**src/hw/rtl/hpt_pkg.sv**
```systemverilog
// Shared types and constants for the histogram peak tracker.
package hpt_pkg;

    localparam int NBINS     = 1024;
    localparam int BIN_W     = 10;
    localparam int NB_W      = 11;
    localparam int DATA_W    = 32;
    localparam int CMD_W     = 2;
    localparam int ST_W      = 2;
    localparam int LEVEL_W   = 17;
    localparam int FRAC_BITS = 16;
    localparam int K_W       = 5;
    localparam int CFG_IDX_W = 2;
    localparam int QDEPTH    = 2;
    localparam int QPTR_W    = 1;

    localparam logic [CMD_W-1:0] CMD_CLEAR = 2'd0;
    localparam logic [CMD_W-1:0] CMD_ADD   = 2'd1;
    localparam logic [CMD_W-1:0] CMD_QUERY = 2'd2;
    localparam logic [CMD_W-1:0] CMD_NOP   = 2'd3;

    localparam logic [ST_W-1:0] ST_OK      = 2'd0;
    localparam logic [ST_W-1:0] ST_OUTSIDE = 2'd1;
    localparam logic [ST_W-1:0] ST_RANGE   = 2'd2;

    localparam logic [CFG_IDX_W-1:0] REG_LOW_EDGE    = 2'd0;
    localparam logic [CFG_IDX_W-1:0] REG_RANGE_WIDTH = 2'd1;
    localparam logic [CFG_IDX_W-1:0] REG_BIN_COUNT   = 2'd2;

    localparam logic [LEVEL_W-1:0] LEVEL_ONE = 17'h10000;

    // classified command word handed from front to back
    typedef struct packed {
        logic [CMD_W-1:0]  cmd;
        logic              outside;
        logic [DATA_W-1:0] diff;
        logic [BIN_W-1:0]  first;
        logic [BIN_W-1:0]  last;
        logic              range_bad;
    } hpt_op_t;

    typedef struct packed {
        logic [ST_W-1:0]    status;
        logic [BIN_W-1:0]   bin;
        logic [DATA_W-1:0]  peak_count;
        logic [BIN_W-1:0]   peak_bin;
        logic [LEVEL_W-1:0] level;
        logic [DATA_W-1:0]  last_index;
    } hpt_res_t;

    typedef struct packed {
        logic full;
        logic head_valid;
    } hpt_q_stat_t;

endpackage

```
**src/hw/rtl/hpt_front.sv**
```systemverilog
// Front end: input handshake and command classification.
module hpt_front (
    input  logic                          in_valid,
    output logic                          in_ready,
    input  logic [hpt_pkg::CMD_W-1:0]     cmd,
    input  logic signed [hpt_pkg::DATA_W-1:0] sample,
    input  logic [hpt_pkg::BIN_W-1:0]     first_bin,
    input  logic [hpt_pkg::BIN_W-1:0]     last_bin,
    input  logic [hpt_pkg::DATA_W-1:0]    low_edge,
    input  logic [hpt_pkg::DATA_W-1:0]    range_width,
    input  logic [hpt_pkg::NB_W-1:0]      nb,
    input  hpt_pkg::hpt_q_stat_t          q_stat,
    input  logic                          init_busy,
    output logic                          push,
    output hpt_pkg::hpt_op_t              op
);

    logic [hpt_pkg::DATA_W:0] diff;

    // 33-bit signed difference; sign bit marks below the bottom edge
    assign diff = {sample[hpt_pkg::DATA_W-1], sample}
                - {low_edge[hpt_pkg::DATA_W-1], low_edge};

    assign in_ready = !q_stat.full && !init_busy;
    assign push     = in_valid && in_ready;

    always_comb
    begin
        op.cmd       = cmd;
        op.diff      = diff[hpt_pkg::DATA_W-1:0];
        // diff >= range_width means bin >= B; also covers range_width of zero
        op.outside   = diff[hpt_pkg::DATA_W] || (diff[hpt_pkg::DATA_W-1:0] >= range_width);
        op.first     = first_bin;
        op.last      = last_bin;
        op.range_bad = (first_bin > last_bin) || ({1'b0, last_bin} >= nb);
    end

endmodule

```
**config.mk**
```make
export PLATFORM = sky130hd
export DESIGN_NAME = hpt_front
export DESIGN_NICKNAME = d
export VERILOG_FILES = /design/src/hw/rtl/hpt_pkg.sv /design/src/hw/rtl/hpt_front.sv
export SDC_FILE = /design/constraint.sdc
export NUM_CORES = 1
export LEC_CHECK = 0
export BUFFER_PORTS_ARGS = -buffer_cell sky130_fd_sc_hd__buf_4
export CORE_UTILIZATION = 48
export DETAILED_ROUTE_END_ITERATION = 10
export PLACE_DENSITY = 0.95
export SLEW_MARGIN = 40
export SYNTH_ARGS = -nofsm -noshare
export SYNTH_HDL_FRONTEND = slang
export SYNTH_SLANG_ARGS = --single-unit
```
**constraint.sdc**
```tcl
create_clock -name vclk -period 7.5
set_input_delay 1.5 -clock vclk [all_inputs]
set_output_delay 1.5 -clock vclk [all_outputs]
set_load 0.005 [all_outputs]
```
Yosys cells after proc, flatten, opt, wreduce, memory -nomap -nowiden:

Cells that the tools add are included.

* bits in registers: 0
* bits of input ports: 133
* output and inout bits: 58
* logic and storage cells: 10

* $add $sub $neg: 1
* $lt $le $gt $ge: 3
* reduce and logical (&&, ||, !) cells: 6

Operators by type and width (number)
* $sub 32x32->33: 1
* $ge 32x32->1: 1
* $ge 10x11->1: 1
* $gt 10x10->1: 1
* $logic_and 1x1->1: 2
* $logic_not 1->1: 2
* $logic_or 1x1->1: 2

Longest topological paths before layout:

* word-level depth: 3
* depth in mapped cells: 19
* mapped depth without buffers: 19

Worst setup path after synthesis:

Ideal clock, no wire load.

* kind: input to output
* from: in sample[0] (netlist bit)
* to: out op[53] (netlist bit)
* arrival time: 4.785 ns
* data required time: 6.000 ns
* slack: 1.215 ns
* stages: 19
* path buffers: 0
* cells stage by stage: inv_1 ha_1 fa_1 nor2b_4 o2111ai_1 nand2_2 o21bai_4 a211oi_2 o31a_1 and4bb_1 or3_1 ha_1 a21o_1 a21o_1 a21oi_1 o21ai_0 a21oi_1 o21ai_0 or3_1

RTL lines
* from (decl): RTL line hpt_front.sv:6 `input logic signed [hpt_pkg::DATA_W-1:0] sample,`
* to (decl): RTL line hpt_front.sv:15 `output hpt_pkg::hpt_op_t op`

==> results.ini <==
[status]
outcome = completed

[floorplan]
io_pins = 191
num_rows = 30
coreArea_um2 = 6869
dieArea_um2 = 7538
start_util_pct = 50.27
die_h_um = 86.82
die_w_um = 86.82

[synthesis]
synthCells = 486
synth_top_area_cell = ha_1
syn_area_um2 = 3453
ys_top_cells_by_area = ha_1, inv_1, a21oi_1, a21o_1, xnor2_1
synth_top_cell_area_share_pct = 30.43
syn_avg_cell_area_um2 = 7.106
yosysWarnings = 0
synth_cell_types = 60
synth_nets = 704
synth_seq_area_share_pct = 0

[global_routing]
grt-ovfl-total = 0
grt_busiest_layer = met2
use_met1_pct = 28.75
grt_use_total_pct = 26.03
grt_pass1_wl_um = 16250
grt_start_max_net_pins = 14
gr-usage-met3_pct = 1.810
gr-usage-met2_pct = 52.11
antenna_found_initial = 0
grt_pass1_vias = 3894

[cts]
postCtsSetupBuffers = 0
holdBufCountCts = 0
cts.repair.resized = 0

[sta]
finalSetupViolCount = 0
rsz0062_at_grt = false
fin_crit_sh_pct = 91.51
max_freq_ghz = 0.1457
fin_ws_ns = 0.6370
min_period_ns = 6.863
hold_viol_final = 0
final.setup.tns_ns = 0
report.final.slew_viol_count = 0
worst_pin_slew_ns = 0.4524
slew-limit-headroom_pct = 69.84
whs_ns = 3.000

[layout]
n_antenna_cell = 0
final_nets = 860
regArea_um2 = 0
area_growth_pct = 37.83
drive_gt1_share_pct = 31.56
design.seq.count = 0
clockBufferCount = 0

[detailed_routing]
wl_um = 10570
vias = 4104
routedWlPerCell_um = 14.36
drtIter0Drc = 142
drcViolationCount = 0
routed_via_density = 5.576
antenna_left = 0
first_pass_iters = 5

[setup_path]
path_max_fanout = 4
critPathKind = in -> out
max_stage_delay_ns = 0.45
critPathRequiredTime_ns = 6.00
arrival_ns = 5.36
start_kind = primary input
critPathCaptureType = output pin
path_cells = buf_4 -> inv_1 -> ha_1 -> fa_1 -> nor2b_4 -> o2111ai_1 -> nand2_2 -> o21bai_4 -> a211oi_2 -> o31a_1 -> and4bb_1 -> or3_1 -> ha_1 -> nand4_1 -> nor3_1 -> o2111ai_1 -> a211oi_1 -> or3_1 -> buf_4
crit_path_start = sample[0]
crit_path_top_delay_cell = fa_1

[pwr]
power.density_nw_per_um2 = 93.76
power.leakage_nw = 2.752
vdd_ir_drop_max_mv = 0.05493

[place]
dp_slack_ns = 0.6411
dp_hpwl_um = 9422
portBuffers = 186
place_congestion = 0.9378

[job]
cap_viol_max_count = 0

[worst_hold_path]
hold_path.class = in -> out
min_from = cmd[0]

## area by class of cell
cell class / count / area [µm²]
inverter: 91 / 341.6
fill: 556 / 2110
timing repair buffer: 186 / 1396
tap: 96 / 120.1
multi-input combinational: 363 / 2902
## synth_stat cells (all sizes together) (2+ instances only)
| cell type | n |
|---|---|
| inv | 91 |
| ha | 84 |
| a21oi | 46 |
| a21o | 28 |
| buf | 25 |
| nor2 | 22 |
| o21ai | 22 |
| xnor2 | 20 |
| nand2 | 19 |
| nand4 | 14 |
| nor2b | 12 |
| a211oi | 10 |
| o21a | 9 |
| clkbuf | 7 |
| nor3 | 6 |
| o21bai | 6 |
| xor2 | 6 |
| nand2b | 5 |
| or3 | 5 |
| and3 | 4 |
| nand3 | 4 |
| o211ai | 4 |
| a31o | 3 |
| and2 | 3 |
| a211o | 2 |
| a311oi | 2 |
| a31oi | 2 |
| and4 | 2 |
| nor4 | 2 |
| o2111ai | 2 |
| o221ai | 2 |
| o31ai | 2 |
## worst max-delay path, delay by kind of cell
kind / cells / cell delay, ns
fa+ha+maj: 3 / 0.97
compound gates: 6 / 1.13
simple gates: 7 / 1.53
buf+inv: 3 / 0.22
## cells in the final DEF, fill, tap and decap left out, types with 6 or more instances in the layout
cell / count
nand4_1: 14
ha_1: 84
xnor2_1: 20
nor3_1: 6
nor2_1: 21
buf_4: 186
o21a_1: 7
o21ai_0: 16
a211oi_1: 9
nor2b_1: 11
inv_1: 91
a21oi_1: 44
nand2_1: 18
xor2_1: 6
a21o_1: 28
## layer usage
metal	vias to the layer above	part of all wire [%]
met3	38	6.4
li1	2003	-
met5	-	0
met1	1872	38
met2	191	52
met4	0	3.0
## logic make-up after synthesis
group	synth area share (%)
AO/OA/AOI/OAI	29.64
adder cells (fa/ha/maj)	31.01
XOR/XNOR	6.594
multiplexers	0.2899
AND/OR/NAND/NOR	16.49
buffers and inverters	15.98
## path summary, 6_finish.rpt
check,end,cells past startpoint,slack [ns]
max,op[53],19,0.64
min,op[54],0,3.00
## where the power goes
| group | total, mW | internal [mW] | switching (mW) | leakage, nW |
|---|---|---|---|---|
| Clock | 0 | 0 | 0 | 0 |
| Sequential | 0 | 0 | 0 | 0 |
| Combinational | 0.446 | 0.228 | 0.218 | 2.75 |
## metrics by stage
stage	total power, mW	instances	cell area [µm²]	utilization, %
after floorplan	0.2599	486	3453	-
after detailed placement	0.4394	736	4760	69.29
final	0.4463	736	4760	69.29
after global placement	0.4217	736	4760	69.29
after global routing	0.4878	736	4760	69.29
after CTS	0.4429	736	4760	69.29
Note: power is estimated with default switching activity, not from simulation.
