File: config.mk
export PLATFORM = sky130hd
export DESIGN_NAME = hpt_queue
export DESIGN_NICKNAME = d
export VERILOG_FILES = /design/src/hw/rtl/hpt_pkg.sv /design/src/hw/rtl/hpt_queue.sv
export SDC_FILE = /design/constraint.sdc
export NUM_CORES = 1
export LEC_CHECK = 0
export BUFFER_PORTS_ARGS = -buffer_cell sky130_fd_sc_hd__buf_2
export CAP_MARGIN = 40
export CORE_ASPECT_RATIO = 1.4
export CORE_MARGIN = 2
export CORE_UTILIZATION = 52
export CTS_CLUSTER_DIAMETER = 100
export CTS_CLUSTER_SIZE = 16
export DETAILED_ROUTE_END_ITERATION = 8
export PLACE_DENSITY = 0.79
export SLEW_MARGIN = 10
export SYNTH_ARGS = -nofsm -noshare
export SYNTH_HDL_FRONTEND = slang
export SYNTH_SLANG_ARGS = --single-unit
File: constraint.sdc
create_clock -name clk -period 4.23 [get_ports clk]
set_input_delay 0.2115 -clock clk [delete_from_list [all_inputs] [get_ports clk]]
set_output_delay 0.2115 -clock clk [all_outputs]
set_load 0.01 [all_outputs]
File: src/hw/rtl/hpt_pkg.sv
// Shared types and constants for the histogram peak tracker.
package hpt_pkg;

    localparam int NBINS     = 1024;
    localparam int BIN_W     = 10;
    localparam int NB_W      = 11;
    localparam int DATA_W    = 32;
    localparam int CMD_W     = 2;
    localparam int ST_W      = 2;
    localparam int LEVEL_W   = 17;
    localparam int FRAC_BITS = 16;
    localparam int K_W       = 5;
    localparam int CFG_IDX_W = 2;
    localparam int QDEPTH    = 2;
    localparam int QPTR_W    = 1;

    localparam logic [CMD_W-1:0] CMD_CLEAR = 2'd0;
    localparam logic [CMD_W-1:0] CMD_ADD   = 2'd1;
    localparam logic [CMD_W-1:0] CMD_QUERY = 2'd2;
    localparam logic [CMD_W-1:0] CMD_NOP   = 2'd3;

    localparam logic [ST_W-1:0] ST_OK      = 2'd0;
    localparam logic [ST_W-1:0] ST_OUTSIDE = 2'd1;
    localparam logic [ST_W-1:0] ST_RANGE   = 2'd2;

    localparam logic [CFG_IDX_W-1:0] REG_LOW_EDGE    = 2'd0;
    localparam logic [CFG_IDX_W-1:0] REG_RANGE_WIDTH = 2'd1;
    localparam logic [CFG_IDX_W-1:0] REG_BIN_COUNT   = 2'd2;

    localparam logic [LEVEL_W-1:0] LEVEL_ONE = 17'h10000;

    // classified command word handed from front to back
    typedef struct packed {
        logic [CMD_W-1:0]  cmd;
        logic              outside;
        logic [DATA_W-1:0] diff;
        logic [BIN_W-1:0]  first;
        logic [BIN_W-1:0]  last;
        logic              range_bad;
    } hpt_op_t;

    typedef struct packed {
        logic [ST_W-1:0]    status;
        logic [BIN_W-1:0]   bin;
        logic [DATA_W-1:0]  peak_count;
        logic [BIN_W-1:0]   peak_bin;
        logic [LEVEL_W-1:0] level;
        logic [DATA_W-1:0]  last_index;
    } hpt_res_t;

    typedef struct packed {
        logic full;
        logic head_valid;
    } hpt_q_stat_t;

endpackage

File: src/hw/rtl/hpt_queue.sv
// Short queue of classified command words between front and back.
module hpt_queue (
    input  logic                 clk,
    input  logic                 rst_n,
    input  logic                 push,
    input  hpt_pkg::hpt_op_t     push_op,
    input  logic                 pop,
    output hpt_pkg::hpt_q_stat_t q_stat,
    output hpt_pkg::hpt_op_t     head_op
);

    hpt_pkg::hpt_op_t            entry_reg [hpt_pkg::QDEPTH];
    logic [hpt_pkg::QPTR_W-1:0]  wr_ptr_reg, wr_ptr_next;
    logic [hpt_pkg::QPTR_W-1:0]  rd_ptr_reg, rd_ptr_next;
    logic [hpt_pkg::QPTR_W:0]    count_reg, count_next;

    assign q_stat.full       = (count_reg == (hpt_pkg::QPTR_W+1)'(hpt_pkg::QDEPTH));
    assign q_stat.head_valid = (count_reg != '0);
    assign head_op           = entry_reg[rd_ptr_reg];

    always_comb
    begin
        wr_ptr_next = push ? wr_ptr_reg + 1'b1 : wr_ptr_reg;
        rd_ptr_next = pop ? rd_ptr_reg + 1'b1 : rd_ptr_reg;
        count_next  = count_reg + (hpt_pkg::QPTR_W+1)'(push) - (hpt_pkg::QPTR_W+1)'(pop);
    end

    always_ff @(posedge clk or negedge rst_n)
    begin
        if (!rst_n)
        begin
            wr_ptr_reg <= '0;
            rd_ptr_reg <= '0;
            count_reg  <= '0;
        end
        else
        begin
            wr_ptr_reg <= wr_ptr_next;
            rd_ptr_reg <= rd_ptr_next;
            count_reg  <= count_next;
        end
    end

    always_ff @(posedge clk)
    begin
        if (push)
        begin
            entry_reg[wr_ptr_reg] <= push_op;
        end
    end

endmodule

# ---- Word-level counts from Yosys, hierarchy flattened
# Memory sizes are Yosys's and may differ from the RTL's.
# Index checks and enable logic that the tools add are counted.
dict set report totals {
  regBits 4
  ramBits 112
  inputBits 60
  out_inout_bits 58
  word_cells 12
  memories 1
}
dict set report classes {
  add_sub_neg 4
  n_eq_ne 1
  n_mux 2
  n_reduce_logical 1
}
# name depth width read_ports rd_clocked_by_memory_dff wr line
set memory_table {}
lappend memory_table {entry_reg 2 56 1 0 1 hpt_queue.sv:12} ;# hpt_pkg::hpt_op_t entry_reg [hpt_pkg::QDEPTH];
# cell count
set op_table {}
lappend op_table {{$add A1 B1 Y1 const B} 2}
lappend op_table {{$add A2 B1 Y2} 1}
lappend op_table {{$eq A2 B2 Y1 const B} 1}
lappend op_table {{$mux W1} 2}
lappend op_table {{$reduce_bool A2 Y1} 1}
lappend op_table {{$sub A2 B1 Y2} 1}

# ---- Longest topological paths before layout
# Gate-level depths: netlist (run 1).
dict set report depth {
  ltp_word 2
  mapped_depth 5
  depth_no_buf 5
}

# ---- Least setup slack after synthesis (run 1)
# OpenSTA, ideal clock, no wires.
dict set report synth_path {
  path_type {reg-to-reg}
  from {register wr_ptr_reg}
  to {memory entry_reg[0][0] (netlist bit), enable pin}
  setup_time_ps 477
  arrival_time_ps 2896
  required_time_ps 3753
  setup_slack_ps 857
  path_stages_with_launch 2
  n_path_buf 0
  synth_period_minus_slack_ps 3373
  path_cell_list {dfrtp_1 nor2b_1}
}
# element line
set synth_lines {}
lappend synth_lines {{from (decl)} hpt_queue.sv:13} ;# logic [hpt_pkg::QPTR_W-1:0] wr_ptr_reg, wr_ptr_next;
lappend synth_lines {{from (signal assigned)} hpt_queue.sv:38} ;# wr_ptr_reg <= wr_ptr_next;
lappend synth_lines {{to (decl)} hpt_queue.sv:12}
# No word-level cell before the write port.

==> results of run 1 <==
cell families (layout without fill, tap and decap cells):
logic type | count (synthesis) | after routing | synth area share
buf+inv | 8 | 209 | 0.0143
mux | 56 | 56 | 0.170
fa+ha+maj | 2 | 2 | 0.00574
flops | 116 | 116 | 0.794
xor+xnor | 3 | 3 | 0.00947
simple gates | 4 | 4 | 0.00574
worst max path at each step:
stage	start	to	slack (ps)	cells after the start
after floorplan	wr_ptr_reg	entry_reg[0][0]	860	1
after global placement	rd_ptr_reg	head_op[4]	2070	3
after detailed placement	rd_ptr_reg	head_op[4]	2060	3
after CTS	rd_ptr_reg	head_op[4]	1620	3
after global routing	rd_ptr_reg	head_op[4]	1540	3
final	rd_ptr_reg	head_op[4]	1660	3
cells in the final DEF, fill, tap and decap left out:
cell / synthesis / routed
and2_2: 0 / 1
buf_16: 0 / 1
buf_2: 2 / 117
buf_4: 0 / 3
clkbuf_1: 0 / 4
clkbuf_16: 0 / 17
clkinv_1: 0 / 6
clkinv_2: 0 / 4
dfrtp_1: 4 / 3
dfrtp_2: 0 / 1
dlygate4sd3_1: 0 / 55
edfxtp_1: 112 / 112
ha_1: 2 / 2
inv_1: 2 / 2
mux2_2: 26 / 26
mux2_4: 30 / 30
nor2b_1: 2 / 1
nor2b_4: 0 / 1
or2_2: 1 / 1
xor2_1: 2 / 2
xor3_1: 1 / 1
stage by stage:
stage	hold slack, ps	power, µW	setup slack (ps)
after floorplan	-84.1	2380	857
after global placement	27.6	2690	2070
after detailed placement	28.8	2730	2060
after CTS	1.35	3930	1620
after global routing	0.449	4070	1540
final	13.6	3880	1660
report_power, final:
group	internal, µW	leakage (µW)	switching (µW)
Combinational	585	0.00113	506
Sequential	1530	0.00110	111
Clock	722	0.000239	425
per-layer routing:
metal	track usage	wire length, µm
met5	0	0
met3	0.0788	381
met4	0.0994	240
met1	0.193	2890
met2	0.316	4360
area by class of cell:
cell class	count	area [µm²]
Sequential cell	116	3460
Fill cell	489	2040
Timing Repair Buffer	176	1190
Multi-Input combinational cell	65	843
Clock buffer	21	440
Tap cell	102	128
Clock inverter	10	42.5
Inverter	2	7.51
critical path: stages (launching register included):
cell and delay, ps:
dfrtp_2 770, buf_4 590, mux2_2 420, buf_2 150
==> flow_summary.toml, run 1 <==
[timing]
post-route-period-util = 0.606
final-hold-violation-count = 0
grt_setup_unrepaired = "no"
skew_ps = 8.29
slew_viol_final = 0
fmax_mhz = 390
tightest_slew_ps = 636
finalSetupTns_ps = 0
slew_headroom = 0.576
setup_violations = 0
min_period_ps = 2570

[clocking]
hold_buffers = 54
cts_inserted_buffers = 17
cts.sinks = 116
cts_tree = "built"
cts_resized = 0
clock_latency_ps = 400
htree_levels = 4
post-cts-setup-buffer-count = 0
clkTransAtPathRegs_ps = 50
cts.path.max_buffers = 2
root_buffer = "clkbuf_16"

[route]
drt-initial-drc-count = 119
viasPerCell = 4.87
wl_per_cell_um = 16.0
firstDrtPassIters = 4
vias = 2394
drt_wl_total_mm = 7.87
final_antenna_net_count = 0
drc = 0

[flow_run]
cap_violations = 0

[placement]
place_congestion = 0.696
dp.cells = 406
place.port_buffers = 117
placed_area_mm2 = 0.00508
hpwl_mm = 4.81

[layout]
largest_register_ffs = 112
syn_to_final_growth_pct = 40.2
postLayoutCellArea_mm2 = 0.00611
n_antenna_cell = 0
fin_cells = 492
final_core_util = 0.750
nets = 440
drive_gt1_frac = 0.518

[synth]
ys.flop_type = "edfxtp_1"
yosys-top-cells-count = "112 x edfxtp_1, 30 x mux2_4, 26 x mux2_2"
post-synth-top-count-cell = "edfxtp_1"
synth_warnings = 0
synth_area_leaders = "edfxtp_1 77%, mux2_4 10%, mux2_2 6.7%"
ys_seq_area_frac = 0.794
synth.distinct_cells = 13
yosys_register_bits = 116
synth_top_area_cell = "edfxtp_1"
avgSynthCellArea_um2 = 23.1
async_flop_share = 0.0345
yosysTopAreaCellShare = 0.771
synth-edff-count = 112
synth_nets = 251
synthesis.area_mm2 = 0.00436
synthCells = 189

[worst_setup_path]
rr_worst_depth = 2
path_max_fanout = 36
setup.worst_path.class = "reg2out"
cp.arrival_ps = 2350
r2r_setup_slack_ps = 2440
end_kind = "output port"
timing.rr.end = "entry_reg[1][42]"
cp-start-kind = "flip-flop"
r2r-start = "wr_ptr_reg"
required_ps = 4020

[floorplan]
dieArea_mm2 = 0.00914
start_util = 0.535
die_y_um = 112
core_mm2 = 0.00815
num_io_pins = 118
num_rows = 39
die_w_um = 81.4

[power_and_ir_drop]
powerDensity_mw_per_mm2 = 635
p_leak_uw = 0.00247
irDropWorstVdd_v = 0.000441

[hold_path]
min_path_type = "in2reg"
min_path_cells = 1
hold_start = "push_op[4]"
hold_end = "entry_reg[0][4]"

[global_route]
antenna_found_initial = 0
track_usage = 0.187
gr-total-overflow = 0
grt_first_pass_wirelength_mm = 12.0
grt_pass1_vias = 2537
grt_max_degree = 45

[run_status]
status = "finished clean"
Note: power is estimated with default switching activity, not from simulation.
==> run 2: changes to the inputs <==
--- a/config.mk
+++ b/config.mk
@@ -9,11 +9,11 @@
 export CAP_MARGIN = 40
 export CORE_ASPECT_RATIO = 1.4
 export CORE_MARGIN = 2
-export CORE_UTILIZATION = 52
+export CORE_UTILIZATION = 47
 export CTS_CLUSTER_DIAMETER = 100
 export CTS_CLUSTER_SIZE = 16
 export DETAILED_ROUTE_END_ITERATION = 8
-export PLACE_DENSITY = 0.79
+export PLACE_DENSITY = 0.76
 export SLEW_MARGIN = 10
 export SYNTH_ARGS = -nofsm -noshare
 export SYNTH_HDL_FRONTEND = slang
==> constraint.sdc (replaced) <==
create_clock -name clk -period 2.28 [get_ports clk]
set_input_delay 0.114 -clock clk [delete_from_list [all_inputs] [get_ports clk]]
set_output_delay 0.114 -clock clk [all_outputs]
set_load 0.01 [all_outputs]
==> run 2 against run 1 <==
  * Count of clock-buffer cells in the layout rose by 1
  * Sequential share of layout area fell by 0.70 points
  * Critical path depth did not move
  * Global-route usage fell by 1.3 points
  * Routed wire length rose by 4.7%
  * Largest power group unchanged
==> flow_summary.toml, run 2 (same netlist as run 1, synthesis figures left out) <==
[layout]
fin_cells = 503
nets = 446
n_antenna_cell = 0
fillers = 606
drive_gt1_frac = 0.515
syn_to_final_growth_pct = 42.0
layout_common_cells = "117 x buf_2, 112 x edfxtp_1, 59 x dlygate4sd3_1"
seqCellArea_mm2 = 0.00347
multi_input_area_um2 = 843
largest_register_ffs = 112
final_common_cell = "buf_2"

[floorplan]
num_io_pins = 118
die_w_um = 85.4
dieArea_mm2 = 0.0101
die_y_um = 118
num_rows = 41
start_util = 0.483
core_mm2 = 0.00903

[global_route]
gr-total-overflow = 0
track_usage = 0.175
grt_pass1_vias = 2683
grt_first_pass_wirelength_mm = 12.8
grt_max_degree = 41
antenna_found_initial = 0

[clocking]
root_buffer = "clkbuf_16"
cts_inserted_buffers = 17
clkTransAtPathRegs_ps = 50
cts_tree = "built"
cts.sinks = 116
htree_levels = 4
cts.path.max_buffers = 2
cts_resized = 0
clock_latency_ps = 400
post-cts-setup-buffer-count = 0

[hold_path]
min_path_type = "in2async"

[run_status]
status = "finished clean"

[route]
wl_met2_mm = 4.66
drt-initial-drc-count = 72
met1_length_mm = 2.96
final_antenna_net_count = 0
viasPerCell = 4.79
wl_met3_um = 441
highest_layer = "met4"
drt_wl_total_mm = 8.24
vias = 2411
wl_per_cell_um = 16.4
drc = 0
firstDrtPassIters = 5

[placement]
dp.cells = 413
place.port_buffers = 117
hpwl_mm = 4.98
place_congestion = 0.695

[timing]
slew_viol_final = 0
skew_ps = 2.89
finalSetupTns_ps = 0
fmax_mhz = 494
post-route-period-util = 0.887
min_period_ps = 2020
grt_setup_unrepaired = "no"
tightest_slew_ps = 544
setup_violations = 0
slew_headroom = 0.638
final-hold-violation-count = 0

[worst_setup_path]
cp.arrival_ps = 1910
cp-start-kind = "flip-flop"
end_kind = "output port"
setup.worst_path.class = "reg2out"
path_max_fanout = 27
required_ps = 2170

[power_and_ir_drop]
total_power_uw = 7350
p_leak_uw = 0.00250
powerDensity_mw_per_mm2 = 1190
irDropWorstVdd_v = 0.000757

[flow_run]
cap_violations = 0
run 2: per-layer routing:
layer / vias up / global-route usage
li1: 1136 / -
met1: 1175 / 0.173
met2: 84 / 0.314
met3: 16 / 0.0561
met4: 0 / 0.0933
met5: - / 0
run 2: worst max-delay path, stage by stage, from the launching register on:
cell     delay (ps)
dfrtp_4         680
buf_4           320
mux2_2          350
buf_2           140
run 2: layout make-up:
type                            instances  share of cell area
Timing Repair Buffer                  182               0.199
Tap cell                              107              0.0216
Clock buffer                           22              0.0717
Multi-Input combinational cell         65               0.136
Clock inverter                          9              0.0103
Inverter                                2             0.00121
Sequential cell                       116               0.560
run 2: worst paths after layout:
check	slack [ps]	endpoint	start	cells past startpoint
max	260	head_op[36]	rd_ptr_reg	3
min	60	count_reg[0]	rst_n	2
max reg2reg	750	entry_reg[1][21]	wr_ptr_reg	2
min reg2reg	540	wr_ptr_reg	wr_ptr_reg	1
max in group asynchronous	2070	rd_ptr_reg	rst_n	2
min in group clk	430	entry_reg[0][40]	push_op[40]	2
run 2: timing repair:
action | in CTS | in global routing
hold buffers | 59 | 0
endpoints found under the setup margin | 0 | 0
endpoints found under the hold margin | 118 | 0
run 2: power by group:
group	switching, µW	internal [µW]	leakage [µW]
clock	803	1460	0.000249
combinational	929	1100	0.00115
sequential	219	2850	0.00110
run 2: per-stage QoR:
step           hold WS (ps)  instance area [µm²]  utilization  worst slack (ps)
2_1_floorplan          -182                 4370            -               106
3_3_place_gp          -73.4                 5090        0.564               668
3_5_place_dp          -72.5                 5090        0.564               666
4_1_cts                28.4                 6190        0.686               227
5_1_grt                57.7                 6190        0.686               174
6_report               61.2                 6190        0.686               257
==> run 3: changes to the inputs <==
--- a/config.mk
+++ b/config.mk
@@ -8,7 +8,6 @@
 export BUFFER_PORTS_ARGS = -buffer_cell sky130_fd_sc_hd__buf_2
 export CAP_MARGIN = 40
 export CORE_ASPECT_RATIO = 1.4
-export CORE_MARGIN = 2
 export CORE_UTILIZATION = 47
 export CTS_CLUSTER_DIAMETER = 100
 export CTS_CLUSTER_SIZE = 16
==> run 3 against run 2 <==
  * First-iteration DRC count up 97%
  * Count of clock-buffer cells in the layout is 2 lower
  * Via count is 0.58% lower
  * Register-to-register slack better by 80 ps
  * Sequential share of layout area decreased by 0.45 points
  * Combinational power about the same
  * Routed wire length decreased by 5.1%
  * Sequential cell count is the same
  * Clock power up 7%
  * Worst hold slack got worse by 8.6 ps
  * Critical path type unchanged
  * Highest routed layer unchanged
==> flow_summary.toml, run 3 (same netlist as run 1, synthesis figures left out) <==
[route]
firstDrtPassIters = 6
wl_per_cell_um = 15.5
drt-initial-drc-count = 142
final_antenna_net_count = 0
vias = 2397
drt_wl_total_mm = 7.83
viasPerCell = 4.75
drc = 0

[global_route]
grt_first_pass_wirelength_mm = 11.6
track_usage = 0.166
grt_max_degree = 40
grt_pass1_vias = 2513
antenna_found_initial = 0
gr-total-overflow = 0

[worst_setup_path]
cp_cell_sequence = "buf_12, mux2_2, buf_2"
crit_buf_inv = 2
cpPeakStageDelay_ps = 680
cp.arrival_ps = 1900
crit_start = "rd_ptr_reg"
cpMaxStageDelayCell = "dfrtp_4"
setup.worst_path.class = "reg2out"
end_kind = "output port"
required_ps = 2170
cp-start-kind = "flip-flop"
critical-path-top-delay-family = "flip-flops"
path_max_fanout = 27
r2r-start = "wr_ptr_reg"

[clocking]
cts.sinks = 116
cts_tree = "built"
hold_buffers = 59
post-cts-setup-buffer-count = 0
cts_inserted_buffers = 17
clock_latency_ps = 390
cts.path.max_buffers = 2
root_buffer = "clkbuf_16"
htree_levels = 4
clkTransAtPathRegs_ps = 50
cts_resized = 0

[layout]
n_antenna_cell = 0
final_common_cell = "buf_2"
final_core_util = 0.692
postLayoutCellArea_mm2 = 0.00624
drive_gt1_frac = 0.525
largest_register_ffs = 112
layout_common_cells = "117 x buf_2, 112 x edfxtp_1, 59 x dlygate4sd3_1"
fillers = 576
syn_to_final_growth_pct = 43.2
nets = 447

[timing]
fmax_mhz = 496
slew_headroom = 0.641
tightest_slew_ps = 538
slew_viol_final = 0
min_period_ps = 2020
setup_violations = 0
grt_setup_unrepaired = "no"
finalSetupTns_ps = 0
skew_ps = 8.49
post-route-period-util = 0.884
layout_setup_ws_ps = 264
final-hold-violation-count = 0

[power_and_ir_drop]
p_leak_uw = 0.00252
seq_power_share = 0.407
swShare = 0.264
internal_power_uw = 5540
powerDensity_mw_per_mm2 = 1200
power_switching_uw = 1980
combPwrFrac = 0.273
pwr-share-clk = 0.320
irDropWorstVdd_v = 0.000733

[placement]
placed_area_mm2 = 0.00510
place.port_buffers = 117
hpwl_mm = 4.66
post-place-ws_ps = 695
place_congestion = 0.727

[run_status]
status = "finished clean"

[floorplan]
die_y_um = 116
num_io_pins = 118
start_util = 0.483
dieArea_mm2 = 0.00967
die_w_um = 83.4
core_mm2 = 0.00903
num_rows = 41

[hold_path]
min_path_type = "in2async"

[flow_run]
cap_violations = 0
-- run 3: routing by layer --
metal  track usage  routed length (µm)  up-vias
li1              -                   -     1143
met3        0.0520                 382       10
met5             0                   0        -
met1         0.170                3000     1155
met4        0.0954                 127        0
met2         0.300                4320       89
-- run 3: cell type report --
class / instances / area, µm² / area share
Tap cell: 107 / 134 / 0.0214
Clock inverter: 12 / 114 / 0.0182
Clock buffer: 20 / 437 / 0.0699
Timing Repair Buffer: 183 / 1240 / 0.199
Multi-Input combinational cell: 65 / 843 / 0.135
Sequential cell: 116 / 3470 / 0.555
Inverter: 2 / 7.51 / 0.00120
-- run 3: final timing paths --
kind / to / slack (ps) / cells past startpoint
worst max-delay path: head_op[46] / 260 / 3
worst min-delay path: rd_ptr_reg / 50 / 2
worst max register to register: entry_reg[1][53] / 830 / 2
worst min register to register: wr_ptr_reg / 540 / 1
max in group asynchronous: rd_ptr_reg / 2100 / 2
min in group clk: entry_reg[0][37] / 440 / 2
-- run 3: power groups by stage --
stage	registers, µW	logic [µW]	clock network, µW
final	3060	2050	2410
after global routing	3100	2200	2540
after CTS	3060	2070	2460
after detailed placement	3100	1980	0
after global placement	3070	1970	0
after floorplan	2970	1430	0
-- run 3: worst reg2reg max path: stages (launching register included) --
cell     delay (ps)
dfrtp_1         410
and2_2          400
buf_4           320
-- run 3: stage by stage --
step | cells | total power [µW] | hold WS [ps]
floorplan | 189 | 4400 | -182
global placement | 414 | 5030 | -78.3
detailed placement | 414 | 5080 | -77.5
CTS | 505 | 7590 | 31.3
global route | 505 | 7840 | 48.8
finish | 505 | 7520 | 52.7
